`src/design/owct_pkg.sv`:
```
// owct_pkg: shared types, codes and the microprogram of the 1-wire command sequencer
// used by owct_seq, owct_dp and one_wire_command_transaction_unit; no dependencies
package owct_pkg;

    localparam int MAX_READ    = 9;
    localparam int MAX_PAYLOAD = 3;
    localparam int ADDR_BYTES  = 8;

    localparam logic [7:0] SKIP_ROM  = 8'hCC;
    localparam logic [7:0] MATCH_ROM = 8'h55;

    localparam logic [1:0] PU_KEEP = 2'd0;
    localparam logic [1:0] PU_ON   = 2'd1;
    localparam logic [1:0] PU_OFF  = 2'd2;

    localparam int UPC_W = 5;
    typedef logic [UPC_W-1:0] t_upc;

    typedef enum logic [1:0] {
        OP_START  = 2'd0,
        OP_DONE   = 2'd1,
        OP_RXBYTE = 2'd2,
        OP_RSVD   = 2'd3
    } t_op;

    typedef enum logic [1:0] {
        CFG_MATCH    = 2'd0,
        CFG_SCAN     = 2'd1,
        CFG_DEVADDR  = 2'd2,
        CFG_PARASITE = 2'd3
    } t_cfg_reg;

    typedef enum logic [2:0] {
        ACT_REFUSED  = 3'd0,
        ACT_RESET    = 3'd1,
        ACT_WRITE    = 3'd2,
        ACT_READREQ  = 3'd3,
        ACT_WAIT     = 3'd4,
        ACT_DATA     = 3'd5,
        ACT_FINISHED = 3'd6,
        ACT_IGNORED  = 3'd7
    } t_act;

    typedef enum logic [2:0] {
        PH_IDLE  = 3'd0,
        PH_RESET = 3'd1,
        PH_WRITE = 3'd2,
        PH_READ  = 3'd3,
        PH_WAIT  = 3'd4
    } t_phase;

    typedef enum logic [2:0] {
        B_ZERO  = 3'd0,
        B_MATCH = 3'd1,
        B_SKIP  = 3'd2,
        B_ADDR  = 3'd3,
        B_CMD   = 3'd4,
        B_PAY   = 3'd5,
        B_RX    = 3'd6
    } t_bsel;

    typedef enum logic [1:0] {
        A_ZERO = 2'd0,
        A_RC   = 2'd1,
        A_HOLD = 2'd2
    } t_asel;

    typedef enum logic [2:0] {
        P_KEEP    = 3'd0,
        P_REL     = 3'd1,
        P_PAR_ON  = 3'd2,
        P_PAR_REL = 3'd3,
        P_CMD     = 3'd4
    } t_pusel;

    typedef enum logic [1:0] {
        L_ZERO  = 2'd0,
        L_ONE   = 2'd1,
        L_COND  = 2'd2,
        L_NCOND = 2'd3
    } t_lsel;

    localparam int COND_N = 19;
    typedef enum logic [4:0] {
        C_NEVER     = 5'd0,
        C_ALWAYS    = 5'd1,
        C_OP_START  = 5'd2,
        C_OP_DONE   = 5'd3,
        C_RX_OK     = 5'd4,
        C_REFUSE    = 5'd5,
        C_PH_RESET  = 5'd6,
        C_PH_WRITE  = 5'd7,
        C_PH_READ   = 5'd8,
        C_PH_WAIT   = 5'd9,
        C_NO_PRES   = 5'd10,
        C_NO_PFX    = 5'd11,
        C_SKIP      = 5'd12,
        C_ADDR_MORE = 5'd13,
        C_PC_ZERO   = 5'd14,
        C_PAY_MORE  = 5'd15,
        C_RC_NZ     = 5'd16,
        C_HOLD_NZ   = 5'd17,
        C_RD_MORE   = 5'd18
    } t_cond;

    typedef struct packed {
        logic   wait_in;
        logic   emit;
        t_act   act;
        t_bsel  bsel;
        t_asel  asel;
        t_pusel pusel;
        logic   ok;
        t_lsel  lsel;
        t_cond  cond;
        t_upc   target;
        logic   phase_wr;
        t_phase phase;
        logic   save;
        logic   fill_clr;
        logic   rx_wr;
        logic   cnt_clr;
        logic   cnt_inc;
    } t_uword;

    // sequencer to datapath
    typedef struct packed {
        t_uword uw;
        logic   go;
        logic   take;
        logic   hit;
    } t_ctl;

    // datapath to sequencer
    typedef struct packed {
        logic [COND_N-1:0] cond;
        logic              slot_free;
    } t_stat;

    // program entry points
    localparam t_upc S_IDLE   = 5'd0;
    localparam t_upc S_START  = 5'd5;
    localparam t_upc S_START2 = 5'd6;
    localparam t_upc S_RXST   = 5'd7;
    localparam t_upc S_DONE   = 5'd8;
    localparam t_upc S_RST    = 5'd13;
    localparam t_upc S_MATCH  = 5'd16;
    localparam t_upc S_ADDR   = 5'd17;
    localparam t_upc S_CMD    = 5'd18;
    localparam t_upc S_PAY    = 5'd19;
    localparam t_upc S_WR     = 5'd21;
    localparam t_upc S_RD     = 5'd24;
    localparam t_upc S_WT     = 5'd26;
    localparam t_upc S_REF    = 5'd27;
    localparam t_upc S_NOPRES = 5'd28;
    localparam t_upc S_SKIPB  = 5'd29;
    localparam t_upc S_RDREQ  = 5'd30;
    localparam t_upc S_WTST   = 5'd31;

    function automatic t_uword ucode(input t_upc a);
        t_uword uw;
        uw = '0;
        case (a)
            5'd0: begin
                uw.wait_in = 1'b1; uw.cnt_clr = 1'b1; uw.cond = C_NEVER;
            end
            5'd1: begin uw.cond = C_OP_START; uw.target = S_START; end
            5'd2: begin uw.cond = C_OP_DONE;  uw.target = S_DONE;  end
            5'd3: begin uw.cond = C_RX_OK;    uw.target = S_RXST;  end
            5'd4: begin
                uw.emit = 1'b1; uw.act = ACT_IGNORED; uw.lsel = L_ONE;
                uw.cond = C_ALWAYS; uw.target = S_IDLE;
            end
            5'd5: begin uw.cond = C_REFUSE; uw.target = S_REF; end
            5'd6: begin
                uw.emit = 1'b1; uw.act = ACT_RESET; uw.pusel = P_REL; uw.lsel = L_ONE;
                uw.save = 1'b1; uw.fill_clr = 1'b1;
                uw.phase_wr = 1'b1; uw.phase = PH_RESET;
                uw.cond = C_ALWAYS; uw.target = S_IDLE;
            end
            5'd7: begin uw.rx_wr = 1'b1; uw.cond = C_ALWAYS; uw.target = S_IDLE; end
            5'd8:  begin uw.cond = C_PH_RESET; uw.target = S_RST; end
            5'd9:  begin uw.cond = C_PH_WRITE; uw.target = S_WR;  end
            5'd10: begin uw.cond = C_PH_READ;  uw.target = S_RD;  end
            5'd11: begin uw.cond = C_PH_WAIT;  uw.target = S_WT;  end
            5'd12: begin
                uw.emit = 1'b1; uw.act = ACT_IGNORED; uw.lsel = L_ONE;
                uw.cond = C_ALWAYS; uw.target = S_IDLE;
            end
            5'd13: begin uw.cond = C_NO_PRES; uw.target = S_NOPRES; end
            5'd14: begin uw.cond = C_NO_PFX;  uw.target = S_CMD;    end
            5'd15: begin uw.cond = C_SKIP;    uw.target = S_SKIPB;  end
            5'd16: begin
                uw.emit = 1'b1; uw.act = ACT_WRITE; uw.bsel = B_MATCH; uw.pusel = P_PAR_ON;
                uw.cond = C_NEVER;
            end
            5'd17: begin
                uw.emit = 1'b1; uw.act = ACT_WRITE; uw.bsel = B_ADDR; uw.cnt_inc = 1'b1;
                uw.cond = C_ADDR_MORE; uw.target = S_ADDR;
            end
            5'd18: begin
                uw.emit = 1'b1; uw.act = ACT_WRITE; uw.bsel = B_CMD; uw.pusel = P_CMD;
                uw.lsel = L_COND; uw.cnt_clr = 1'b1;
                uw.phase_wr = 1'b1; uw.phase = PH_WRITE;
                uw.cond = C_PC_ZERO; uw.target = S_IDLE;
            end
            5'd19: begin
                uw.emit = 1'b1; uw.act = ACT_WRITE; uw.bsel = B_PAY; uw.cnt_inc = 1'b1;
                uw.lsel = L_NCOND; uw.cond = C_PAY_MORE; uw.target = S_PAY;
            end
            5'd20: begin uw.cond = C_ALWAYS; uw.target = S_IDLE; end
            5'd21: begin uw.cond = C_RC_NZ;   uw.target = S_RDREQ; end
            5'd22: begin uw.cond = C_HOLD_NZ; uw.target = S_WTST;  end
            5'd23: begin
                uw.emit = 1'b1; uw.act = ACT_FINISHED; uw.pusel = P_PAR_REL; uw.ok = 1'b1;
                uw.lsel = L_ONE; uw.phase_wr = 1'b1; uw.phase = PH_IDLE;
                uw.cond = C_ALWAYS; uw.target = S_IDLE;
            end
            5'd24: begin
                uw.emit = 1'b1; uw.act = ACT_DATA; uw.bsel = B_RX; uw.cnt_inc = 1'b1;
                uw.cond = C_RD_MORE; uw.target = S_RD;
            end
            5'd25: begin
                uw.emit = 1'b1; uw.act = ACT_FINISHED; uw.ok = 1'b1; uw.lsel = L_ONE;
                uw.phase_wr = 1'b1; uw.phase = PH_IDLE;
                uw.cond = C_ALWAYS; uw.target = S_IDLE;
            end
            5'd26: begin
                uw.emit = 1'b1; uw.act = ACT_FINISHED; uw.pusel = P_REL; uw.ok = 1'b1;
                uw.lsel = L_ONE; uw.phase_wr = 1'b1; uw.phase = PH_IDLE;
                uw.cond = C_ALWAYS; uw.target = S_IDLE;
            end
            5'd27: begin
                uw.emit = 1'b1; uw.act = ACT_REFUSED; uw.lsel = L_ONE;
                uw.cond = C_ALWAYS; uw.target = S_IDLE;
            end
            5'd28: begin
                uw.emit = 1'b1; uw.act = ACT_FINISHED; uw.lsel = L_ONE;
                uw.phase_wr = 1'b1; uw.phase = PH_IDLE;
                uw.cond = C_ALWAYS; uw.target = S_IDLE;
            end
            5'd29: begin
                uw.emit = 1'b1; uw.act = ACT_WRITE; uw.bsel = B_SKIP; uw.pusel = P_PAR_ON;
                uw.cond = C_ALWAYS; uw.target = S_CMD;
            end
            5'd30: begin
                uw.emit = 1'b1; uw.act = ACT_READREQ; uw.asel = A_RC; uw.pusel = P_PAR_REL;
                uw.lsel = L_ONE; uw.fill_clr = 1'b1;
                uw.phase_wr = 1'b1; uw.phase = PH_READ;
                uw.cond = C_ALWAYS; uw.target = S_IDLE;
            end
            5'd31: begin
                uw.emit = 1'b1; uw.act = ACT_WAIT; uw.asel = A_HOLD; uw.pusel = P_PAR_ON;
                uw.lsel = L_ONE; uw.phase_wr = 1'b1; uw.phase = PH_WAIT;
                uw.cond = C_ALWAYS; uw.target = S_IDLE;
            end
            default: begin uw.cond = C_ALWAYS; uw.target = S_IDLE; end
        endcase
        return uw;
    endfunction

endpackage

```
`src/design/owct_seq.sv`:
```
// owct_seq: step counter and control store of the command sequencer
// depends on owct_pkg (control word layout and microprogram)
module owct_seq (
    input  logic             i_clk,
    input  logic             i_rst_n,
    input  logic             i_in_valid,
    input  owct_pkg::t_stat  i_stat,
    output owct_pkg::t_ctl   o_ctl
);

    owct_pkg::t_upc   r_upc;
    owct_pkg::t_upc   n_upc;
    owct_pkg::t_uword w_uw;
    logic             w_hit;
    logic             w_go;

    always_comb begin
        w_uw  = owct_pkg::ucode(r_upc);
        w_hit = i_stat.cond[w_uw.cond];
        // an emitting step waits for room in the output register
        if (w_uw.wait_in) begin
            w_go = i_in_valid;
        end else begin
            w_go = ~w_uw.emit | i_stat.slot_free;
        end
        if (!w_go) begin
            n_upc = r_upc;
        end else if (w_hit) begin
            n_upc = w_uw.target;
        end else begin
            n_upc = r_upc + owct_pkg::t_upc'(1);
        end
        o_ctl.uw   = w_uw;
        o_ctl.go   = w_go;
        o_ctl.take = w_uw.wait_in & i_in_valid;
        o_ctl.hit  = w_hit;
    end

    always_ff @(posedge i_clk) begin
        if (!i_rst_n) begin
            r_upc <= owct_pkg::S_IDLE;
        end else begin
            r_upc <= n_upc;
        end
    end

endmodule

```
`src/design/owct_dp.sv`:
```
// owct_dp: datapath of the command sequencer: item latch, saved arguments,
// config registers, read byte store, loop counter and output register; uses owct_pkg
module owct_dp #(
    parameter int MAX_READ = owct_pkg::MAX_READ
) (
    input  logic             i_clk,
    input  logic             i_rst_n,
    input  owct_pkg::t_ctl   i_ctl,
    output owct_pkg::t_stat  o_stat,
    input  logic             i_cfg_wr_en,
    input  logic [1:0]       i_cfg_index,
    input  logic [63:0]      i_cfg_wdata,
    input  logic [1:0]       i_opcode,
    input  logic [7:0]       i_cmd_byte,
    input  logic [23:0]      i_payload_bytes,
    input  logic [1:0]       i_payload_count,
    input  logic [3:0]       i_read_count,
    input  logic [15:0]      i_hold_time,
    input  logic             i_no_prefix,
    input  logic             i_owner_busy,
    input  logic             i_presence_seen,
    input  logic [7:0]       i_rx_byte,
    input  logic             i_out_stall,
    output logic             o_out_valid,
    output logic [2:0]       o_action,
    output logic [7:0]       o_byte_value,
    output logic [15:0]      o_amount,
    output logic [1:0]       o_pullup_cmd,
    output logic             o_success,
    output logic             o_last
);

    localparam int RC_W  = $clog2(MAX_READ + 1);
    localparam int IDX_W = (MAX_READ > 1) ? $clog2(MAX_READ) : 1;
    localparam int CNT_MAX = (MAX_READ > owct_pkg::ADDR_BYTES) ? MAX_READ
                                                               : owct_pkg::ADDR_BYTES;
    localparam int CNT_W = $clog2(CNT_MAX);

    // latched input beat
    owct_pkg::t_op    r_in_op;
    logic [7:0]       r_in_cmd;
    logic [23:0]      r_in_pay;
    logic [1:0]       r_in_pc;
    logic [3:0]       r_in_rc;
    logic [15:0]      r_in_hold;
    logic             r_in_nopfx;
    logic             r_in_busy;
    logic             r_in_pres;
    logic [7:0]       r_in_rx;

    // saved transaction arguments
    logic [7:0]       r_cmd;
    logic [23:0]      r_pay;
    logic [1:0]       r_pc;
    logic [RC_W-1:0]  r_rc;
    logic [15:0]      r_hold;
    logic             r_nopfx;

    // configuration
    logic             r_match;
    logic             r_scan;
    logic [63:0]      r_dev;
    logic             r_par;

    owct_pkg::t_phase r_phase;
    logic [RC_W-1:0]  r_fill;
    logic [CNT_W-1:0] r_cnt;
    logic [7:0]       r_rx [MAX_READ];

    logic             r_out_valid;
    logic [2:0]       r_action;
    logic [7:0]       r_byte;
    logic [15:0]      r_amount;
    logic [1:0]       r_pullup;
    logic             r_success;
    logic             r_last;

    owct_pkg::t_uword         w_uw;
    logic                     w_step;
    logic                     w_load;
    logic [CNT_W:0]           w_cnt1;
    logic [owct_pkg::COND_N-1:0] w_cond;
    logic [7:0]               w_pay_byte;
    logic [7:0]               w_rx_byte;
    logic [7:0]               w_byte;
    logic [15:0]              w_amount;
    logic [1:0]               w_pullup;
    logic                     w_last;

    assign w_uw   = i_ctl.uw;
    assign w_step = i_ctl.go & ~w_uw.wait_in;
    assign w_load = w_step & w_uw.emit;
    assign w_cnt1 = {1'b0, r_cnt} + (CNT_W + 1)'(1);

    always_comb begin
        w_cond = '0;
        w_cond[owct_pkg::C_ALWAYS]    = 1'b1;
        w_cond[owct_pkg::C_OP_START]  = (r_in_op == owct_pkg::OP_START);
        w_cond[owct_pkg::C_OP_DONE]   = (r_in_op == owct_pkg::OP_DONE);
        w_cond[owct_pkg::C_RX_OK]     = (r_in_op == owct_pkg::OP_RXBYTE)
                                      && (r_phase == owct_pkg::PH_READ) && (r_fill < r_rc);
        w_cond[owct_pkg::C_REFUSE]    = r_in_busy || (r_phase != owct_pkg::PH_IDLE);
        w_cond[owct_pkg::C_PH_RESET]  = (r_phase == owct_pkg::PH_RESET);
        w_cond[owct_pkg::C_PH_WRITE]  = (r_phase == owct_pkg::PH_WRITE);
        w_cond[owct_pkg::C_PH_READ]   = (r_phase == owct_pkg::PH_READ);
        w_cond[owct_pkg::C_PH_WAIT]   = (r_phase == owct_pkg::PH_WAIT);
        w_cond[owct_pkg::C_NO_PRES]   = ~r_in_pres;
        w_cond[owct_pkg::C_NO_PFX]    = r_nopfx;
        w_cond[owct_pkg::C_SKIP]      = ~(r_match & ~r_scan);
        w_cond[owct_pkg::C_ADDR_MORE] = 32'(w_cnt1) < owct_pkg::ADDR_BYTES;
        w_cond[owct_pkg::C_PC_ZERO]   = (r_pc == 2'd0);
        w_cond[owct_pkg::C_PAY_MORE]  = 32'(w_cnt1) < 32'(r_pc);
        w_cond[owct_pkg::C_RC_NZ]     = (r_rc != '0);
        w_cond[owct_pkg::C_HOLD_NZ]   = (r_hold != 16'd0);
        w_cond[owct_pkg::C_RD_MORE]   = 32'(w_cnt1) < 32'(r_rc);
    end

    assign o_stat.cond      = w_cond;
    assign o_stat.slot_free = ~r_out_valid | ~i_out_stall;

    // byte sources
    always_comb begin
        if (32'(r_cnt) < 3) begin
            case (r_cnt[1:0])
                2'd0:    w_pay_byte = r_pay[7:0];
                2'd1:    w_pay_byte = r_pay[15:8];
                2'd2:    w_pay_byte = r_pay[23:16];
                default: w_pay_byte = 8'd0;
            endcase
        end else begin
            w_pay_byte = 8'd0;
        end
        // a byte that did not arrive reads as zero
        if (32'(r_cnt) < 32'(r_fill)) begin
            w_rx_byte = r_rx[r_cnt[IDX_W-1:0]];
        end else begin
            w_rx_byte = 8'd0;
        end
    end

    always_comb begin
        case (w_uw.bsel)
            owct_pkg::B_MATCH: w_byte = owct_pkg::MATCH_ROM;
            owct_pkg::B_SKIP:  w_byte = owct_pkg::SKIP_ROM;
            owct_pkg::B_ADDR:  w_byte = r_dev[{r_cnt[2:0], 3'b000} +: 8];
            owct_pkg::B_CMD:   w_byte = r_cmd;
            owct_pkg::B_PAY:   w_byte = w_pay_byte;
            owct_pkg::B_RX:    w_byte = w_rx_byte;
            default:           w_byte = 8'd0;
        endcase
        case (w_uw.asel)
            owct_pkg::A_RC:   w_amount = 16'(r_rc);
            owct_pkg::A_HOLD: w_amount = r_hold;
            default:          w_amount = 16'd0;
        endcase
        case (w_uw.pusel)
            owct_pkg::P_REL:     w_pullup = owct_pkg::PU_OFF;
            owct_pkg::P_PAR_ON:  w_pullup = r_par ? owct_pkg::PU_ON : owct_pkg::PU_KEEP;
            owct_pkg::P_PAR_REL: w_pullup = r_par ? owct_pkg::PU_OFF : owct_pkg::PU_KEEP;
            owct_pkg::P_CMD:     w_pullup = (r_par && r_nopfx) ? owct_pkg::PU_ON
                                                               : owct_pkg::PU_KEEP;
            default:             w_pullup = owct_pkg::PU_KEEP;
        endcase
        case (w_uw.lsel)
            owct_pkg::L_ONE:   w_last = 1'b1;
            owct_pkg::L_COND:  w_last = i_ctl.hit;
            owct_pkg::L_NCOND: w_last = ~i_ctl.hit;
            default:           w_last = 1'b0;
        endcase
    end

    // control state
    always_ff @(posedge i_clk) begin
        if (!i_rst_n) begin
            r_phase     <= owct_pkg::PH_IDLE;
            r_fill      <= '0;
            r_cnt       <= '0;
            r_out_valid <= 1'b0;
            r_match     <= 1'b0;
            r_scan      <= 1'b0;
            r_dev       <= 64'd0;
            r_par       <= 1'b0;
        end else begin
            if (w_step && w_uw.phase_wr) begin
                r_phase <= w_uw.phase;
            end
            if (w_step && w_uw.fill_clr) begin
                r_fill <= '0;
            end else if (w_step && w_uw.rx_wr) begin
                r_fill <= r_fill + RC_W'(1);
            end
            if (i_ctl.go && w_uw.cnt_clr) begin
                r_cnt <= '0;
            end else if (w_step && w_uw.cnt_inc) begin
                r_cnt <= r_cnt + CNT_W'(1);
            end
            if (w_load) begin
                r_out_valid <= 1'b1;
            end else if (!i_out_stall) begin
                r_out_valid <= 1'b0;
            end
            if (i_cfg_wr_en) begin
                case (owct_pkg::t_cfg_reg'(i_cfg_index))
                    owct_pkg::CFG_MATCH:    r_match <= i_cfg_wdata[0];
                    owct_pkg::CFG_SCAN:     r_scan  <= i_cfg_wdata[0];
                    owct_pkg::CFG_DEVADDR:  r_dev   <= i_cfg_wdata;
                    owct_pkg::CFG_PARASITE: r_par   <= i_cfg_wdata[0];
                    default: ;
                endcase
            end
        end
    end

    // payload registers
    always_ff @(posedge i_clk) begin
        if (i_ctl.take) begin
            r_in_op    <= owct_pkg::t_op'(i_opcode);
            r_in_cmd   <= i_cmd_byte;
            r_in_pay   <= i_payload_bytes;
            r_in_pc    <= i_payload_count;
            r_in_rc    <= i_read_count;
            r_in_hold  <= i_hold_time;
            r_in_nopfx <= i_no_prefix;
            r_in_busy  <= i_owner_busy;
            r_in_pres  <= i_presence_seen;
            r_in_rx    <= i_rx_byte;
        end
        if (w_step && w_uw.save) begin
            r_cmd   <= r_in_cmd;
            r_pay   <= r_in_pay;
            r_pc    <= (32'(r_in_pc) > owct_pkg::MAX_PAYLOAD) ? 2'(owct_pkg::MAX_PAYLOAD)
                                                              : r_in_pc;
            r_rc    <= (32'(r_in_rc) > MAX_READ) ? RC_W'(MAX_READ) : RC_W'(r_in_rc);
            r_hold  <= r_in_hold;
            r_nopfx <= r_in_nopfx;
        end
        if (w_step && w_uw.rx_wr) begin
            r_rx[r_fill[IDX_W-1:0]] <= r_in_rx;
        end
        if (w_load) begin
            r_action  <= 3'(w_uw.act);
            r_byte    <= w_byte;
            r_amount  <= w_amount;
            r_pullup  <= w_pullup;
            r_success <= w_uw.ok;
            r_last    <= w_last;
        end
    end

    assign o_out_valid  = r_out_valid;
    assign o_action     = r_action;
    assign o_byte_value = r_byte;
    assign o_amount     = r_amount;
    assign o_pullup_cmd = r_pullup;
    assign o_success    = r_success;
    assign o_last       = r_last;

endmodule

```
`src/design/one_wire_command_transaction_unit.sv`:
```
// one_wire_command_transaction_unit: microcoded 1-wire command transaction sequencer.
// The first result of an accepted beat, if it has one, follows its dispatch steps; the next
// beat can be taken after those steps and one step per byte, later while stalled.
// One item at a time; the results of one beat leave on consecutive cycles unless stalled.
// Reset (synchronous, active low): step counter to entry, phase idle, config zero,
// output empty; the read byte store is not cleared.
module one_wire_command_transaction_unit #(
    parameter int MAX_READ = owct_pkg::MAX_READ
) (
    input  logic        i_clk,
    input  logic        i_rst_n,
    input  logic        i_cfg_wr_en,
    input  logic [1:0]  i_cfg_index,
    input  logic [63:0] i_cfg_wdata,
    input  logic        i_in_valid,
    output logic        o_in_stall,
    input  logic [1:0]  i_opcode,
    input  logic [7:0]  i_cmd_byte,
    input  logic [23:0] i_payload_bytes,
    input  logic [1:0]  i_payload_count,
    input  logic [3:0]  i_read_count,
    input  logic [15:0] i_hold_time,
    input  logic        i_no_prefix,
    input  logic        i_owner_busy,
    input  logic        i_presence_seen,
    input  logic [7:0]  i_rx_byte,
    output logic        o_out_valid,
    input  logic        i_out_stall,
    output logic [2:0]  o_action,
    output logic [7:0]  o_byte_value,
    output logic [15:0] o_amount,
    output logic [1:0]  o_pullup_cmd,
    output logic        o_success,
    output logic        o_last
);

    owct_pkg::t_ctl  w_ctl;
    owct_pkg::t_stat w_stat;

    owct_seq u_seq (
        .i_clk      (i_clk),
        .i_rst_n    (i_rst_n),
        .i_in_valid (i_in_valid),
        .i_stat     (w_stat),
        .o_ctl      (w_ctl)
    );

    owct_dp #(
        .MAX_READ (MAX_READ)
    ) u_dp (
        .i_clk           (i_clk),
        .i_rst_n         (i_rst_n),
        .i_ctl           (w_ctl),
        .o_stat          (w_stat),
        .i_cfg_wr_en     (i_cfg_wr_en),
        .i_cfg_index     (i_cfg_index),
        .i_cfg_wdata     (i_cfg_wdata),
        .i_opcode        (i_opcode),
        .i_cmd_byte      (i_cmd_byte),
        .i_payload_bytes (i_payload_bytes),
        .i_payload_count (i_payload_count),
        .i_read_count    (i_read_count),
        .i_hold_time     (i_hold_time),
        .i_no_prefix     (i_no_prefix),
        .i_owner_busy    (i_owner_busy),
        .i_presence_seen (i_presence_seen),
        .i_rx_byte       (i_rx_byte),
        .i_out_stall     (i_out_stall),
        .o_out_valid     (o_out_valid),
        .o_action        (o_action),
        .o_byte_value    (o_byte_value),
        .o_amount        (o_amount),
        .o_pullup_cmd    (o_pullup_cmd),
        .o_success       (o_success),
        .o_last          (o_last)
    );

    assign o_in_stall = ~w_ctl.uw.wait_in;

    // a finished beat always closes the results of its input beat
    a_finish_last: assert property (@(posedge i_clk) disable iff (!i_rst_n)
        o_out_valid && (o_action == 3'(owct_pkg::ACT_FINISHED)) |-> o_last)
        else $error("finished beat without last");

    // success flag only rides on a finished beat
    a_success_fin: assert property (@(posedge i_clk) disable iff (!i_rst_n)
        o_out_valid && o_success |-> (o_action == 3'(owct_pkg::ACT_FINISHED)))
        else $error("success outside finished beat");

    // after taking a beat the sequencer is busy with it
    a_one_item: assert property (@(posedge i_clk) disable iff (!i_rst_n)
        i_in_valid && !o_in_stall |=> o_in_stall)
        else $error("second beat taken before dispatch");

    // a refused start never drives the pull-up
    a_refuse_pu: assert property (@(posedge i_clk) disable iff (!i_rst_n)
        o_out_valid && (o_action == 3'(owct_pkg::ACT_REFUSED))
            |-> (o_pullup_cmd == owct_pkg::PU_KEEP) && o_last)
        else $error("refused beat with pull-up or not last");

endmodule
```
`config.mk`:
```
export PLATFORM = sky130hd
export DESIGN_NAME = one_wire_command_transaction_unit
export DESIGN_NICKNAME = d
export VERILOG_FILES = /design/src/design/owct_pkg.sv /design/src/design/owct_seq.sv /design/src/design/owct_dp.sv /design/src/design/one_wire_command_transaction_unit.sv
export SDC_FILE = /design/constraint.sdc
export NUM_CORES = 1
export LEC_CHECK = 0
export BUFFER_PORTS_ARGS = -buffer_cell sky130_fd_sc_hd__buf_2
export CAP_MARGIN = 20
export CORE_MARGIN = 2
export CORE_UTILIZATION = 50
export DETAILED_ROUTE_END_ITERATION = 8
export GPL_ROUTABILITY_DRIVEN = 0
export GPL_TIMING_DRIVEN = 0
export PLACE_DENSITY = 0.73
export SYNTH_ARGS = -nofsm -noshare
export SYNTH_HDL_FRONTEND = slang
export SYNTH_SLANG_ARGS = --single-unit
```
`constraint.sdc`:
```
create_clock -name i_clk -period 6.4 [get_ports i_clk]
set_input_delay 0.32 -clock i_clk [delete_from_list [all_inputs] [get_ports i_clk]]
set_output_delay 0.32 -clock i_clk [all_outputs]
set_load 0.01 [all_outputs]
```
==> run_results.csv <==
group,metric,value,unit
timing,hold_violations,0,
cts,post_cts_buffers,0,
timing,min_period_over_period,75.50,%
pwr,p_int,4.059,mW
route,drtAntennaViolNets,0,
pwr,sequentialPowerShare,44.7,%
route,wire_per_inst,19.52,µm
setup_path,cpMaxStageDelayCell,"nor3_1",
route,route.vias.total,9522,
pwr,p_clk_share,32.9,%
synth,yosysWarnings,0,
outcome,status,"finished clean",
timing,drv_slew,0,
finish,most-common-layout-cells,"225 x edfxtp_1, 175 x buf_2, 164 x nand2_1",
finish,drive_above_1_share,20.75,%
setup_path,crit_end,"u_dp.r_rx[0][5]",
finish,areaGrowthSynthToFinish,25.97,%
synth,ys_async_sr_fraction,0,%
synth,synth_area_leaders,"edfxtp_1 51%, dfxtp_1 13%, mux4_2 5.5%, nand2_1 4.7%, a21oi_1 3.7%",
setup_path,timing.rr.end,"u_dp.r_rx[0][5]",
cts,cts.sinks,313,
global_routing,grt_pass1_vias,9512,
pwr,ir_drop,242.7,µV
placed_design,dpl.hpwl,21970,µm
route,firstDrtPassIters,6,
route,initialDrtViolationCount,1047,
global_routing,grt-ovfl-total,0,
floorplan,io_pins,171,
synth,synth_fp_nets,1201,
setup_path,crit_arrival,5.02,ns
placed_design,port_buffers,170,
synth,dominantRegCellSynth,"edfxtp_1",
timing,setup_violations,0,
synth,netlist_instances,1036,
synth,synth_edf_count,225,
global_routing,grt_max_degree,65,
setup_path,cpLargestDelayFamily,"simple AND/OR/NAND/NOR gates",
synth,netlist_area,13220,µm²
setup_path,end_kind,"flip-flop",
setup_path,reg2reg_slack,1.57,ns
job,drv_cap,0,
pwr,p_comb_share,22.4,%
timing,whs,0.004855,ns
setup_path,critical_path.max_fanout,10,
setup_path,crit_path_max_incr_delay,0.73,ns
setup_path,crit_path_start,"u_seq.r_upc[2]",
setup_path,setup.worst_path.class,"reg -> reg",
synth,synth.largest_area_cell,"edfxtp_1",
cts,ctsResizeCount,0,
floorplan,coreArea,25980,µm²
route,vias_per_cell,5.588,
pwr,p_leak,5.974,nW
pwr,switchingPower,1.642,mW
finish,final_cells,1704,
setup_path,r2r_cells,15,
finish,final_nets,1509,
placed_design,pre_cts_ws,1.697,ns
cts,clk_pin_slew,0.06,ns
cts,cts_tree,"yes",
timing,tightest_slew,0.9837,ns
synth,yosysSeqAreaShare,64.45,%
setup_path,r2r_start,"u_seq.r_upc[2]",
synth,syn_area_per_cell,12.76,µm²
timing,grt_setup_unrepaired,"false",
timing,finClkSkew,0.02513,ns
finish,mostFrequentLayoutCell,"edfxtp_1",
timing,period_needed,4.832,ns
cts,clk_latency,0.58,ns
global_routing,antenna_found_initial,0,
timing,fin_ws,1.568,ns
cts,root_buffer,"clkbuf_16",
finish,n_antenna_cell,0,
floorplan,rows,59,
pwr,total_power,5.701,mW
cts,htree_num_levels,1,
cts,cts_inserted_buffers,31,
global_routing,grt_first_pass_wirelength,51940,µm
synth,synthDistinctLibCells,76,
route,drc,0,
floorplan,initial_core_util,50.87,%
setup_path,cp.depth,15,
finish,fillers,1910,
global_routing,gr-usage-all-layers,23.74,%
floorplan,die_width,166.6,µm
timing,relSlewSlack,33.59,%
placed_design,post-place-cells,1543,
setup_path,crit_path_start_kind,"flip-flop",
timing,fmax,0.2070,GHz
setup_path,critPathBufInv,6,
worst_hold_path,min_path_type,"in -> reg",
route,routed_wl,33260,µm
floorplan,fp.dieArea,27750,µm²
floorplan,fp.dieH,166.6,µm
cts,clock_path_buffers,3,
synth,netlist.area_leader.share,51.12,%
pwr,switching_share,28.80,%
pwr,power_density,342.4,nW/µm²
setup_path,crit_chain,"buf_6 > buf_6 > clkbuf_1 > buf_1 > nand2_1 > nor2_1 > ha_1 > inv_1 > ha_1 > o2111ai_1 > and3_1 > clkbuf_1 > nor3_1 > and3_1 > and2_1",
setup_path,cp.required,6.59,ns
synth,synth-seq-cells,313,
-- power by group through the flow --
stage / Clock (mW) / Combinational, mW / Sequential (mW)
after floorplan: 0 / 0.818 / 2.59
after global placement: 0 / 1.15 / 2.60
after detailed placement: 0 / 1.20 / 2.59
after CTS: 1.89 / 1.25 / 2.55
after global routing: 1.98 / 1.39 / 2.57
final: 1.88 / 1.28 / 2.55
-- repair_timing --
action	in CTS	in global routing
hold buffers	102	1
setup endpoints to repair	0	0
endpoints found under the hold margin	102	1
-- through the flow --
stage	area (µm²)	TNS [ns]	util [%]
finish	16650	0	64.07
floorplan	13220	0	-
detailed placement	14550	0	56.00
global placement	14490	-66.05	55.75
CTS	16640	0	64.04
global route	16650	0	64.07
-- cells in the mapped netlist (6+ instances only) --
cell / instances
edfxtp_1: 225
and3_1: 8
and2_1: 25
ha_1: 27
nor2_1: 57
mux2i_1: 29
clkbuf_1: 38
mux4_2: 32
a211oi_1: 13
nand2b_1: 9
inv_1: 21
nor2b_1: 8
dfxtp_1: 88
nor3_1: 9
a31oi_1: 6
o21ai_0: 38
a222oi_1: 8
buf_1: 9
xnor2_1: 7
o22ai_1: 7
a21oi_1: 97
nand3_1: 10
nand2_1: 164
-- per-layer routing --
layer	up-vias	GRT usage (%)	wire (µm)
li1	4459	-	-
met1	4531	31.11	13220
met2	449	40.96	16590
met3	83	3.636	2496
met4	0	7.421	948
met5	-	0	0
-- worst register-to-register path: stages (launching register included) --
cell and delay, ns:
dfxtp_1 0.34, buf_6 0.15, buf_6 0.14, clkbuf_1 0.22
buf_1 0.30, nand2_1 0.15, nor2_1 0.07, ha_1 0.34
inv_1 0.14, ha_1 0.26, o2111ai_1 0.29, and3_1 0.28
clkbuf_1 0.24, nor3_1 0.73, and3_1 0.30, and2_1 0.49
-- layout make-up --
| cell class | count | area (µm²) | area share, % |
|---|---|---|---|
| buffer | 61 | 295.3 | 1.774 |
| tap | 335 | 419.2 | 2.517 |
| timing repair buffer | 275 | 1929 | 11.59 |
| multi-input combinational | 640 | 4339 | 26.06 |
| clock buffer | 41 | 854.6 | 5.133 |
| inverter | 22 | 82.58 | 0.4960 |
| sequential | 313 | 8518 | 51.16 |
| clock inverter | 17 | 211.5 | 1.270 |
-- worst min-delay path by stage --
stage                        from              end  cells after the start
3_3_place_gp   u_dp.r_in_hold[10]  u_dp.r_hold[10]                      0
6_report           i_cfg_wdata[6]    u_dp.r_dev[6]                      3
5_1_grt           i_cfg_wdata[22]   u_dp.r_dev[22]                      3
3_5_place_dp     u_dp.r_in_cmd[2]    u_dp.r_cmd[2]                      0
4_1_cts           i_cfg_wdata[20]   u_dp.r_dev[20]                      3
2_1_floorplan    u_dp.r_in_cmd[0]    u_dp.r_cmd[0]                      0
-- kinds of logic after synthesis --
kind of cell	Yosys count	synth area share [%]
fa+ha+maj	27	2.556
mux	63	7.838
xor+xnor	10	0.6627
simple gates	325	11.45
compound gates	215	10.19
buf+inv	83	2.859
flops	313	64.45
-- sequential cells by signal (all words and copies together), names as in the netlist, 5 cells and up, named ones only --
signal             flops
u_dp.r_in_cmd          8
u_dp.r_dev            64
u_dp.r_in_rx           8
u_dp.r_pay            24
u_dp.r_rx             72
u_dp.o_amount         16
u_dp.r_cmd             8
u_dp.r_in_hold        16
u_dp.r_in_pay         24
u_dp.r_hold           16
u_seq.r_upc            5
u_dp.o_byte_value      8
No activity file was read; power rests on OpenSTA's default activity.
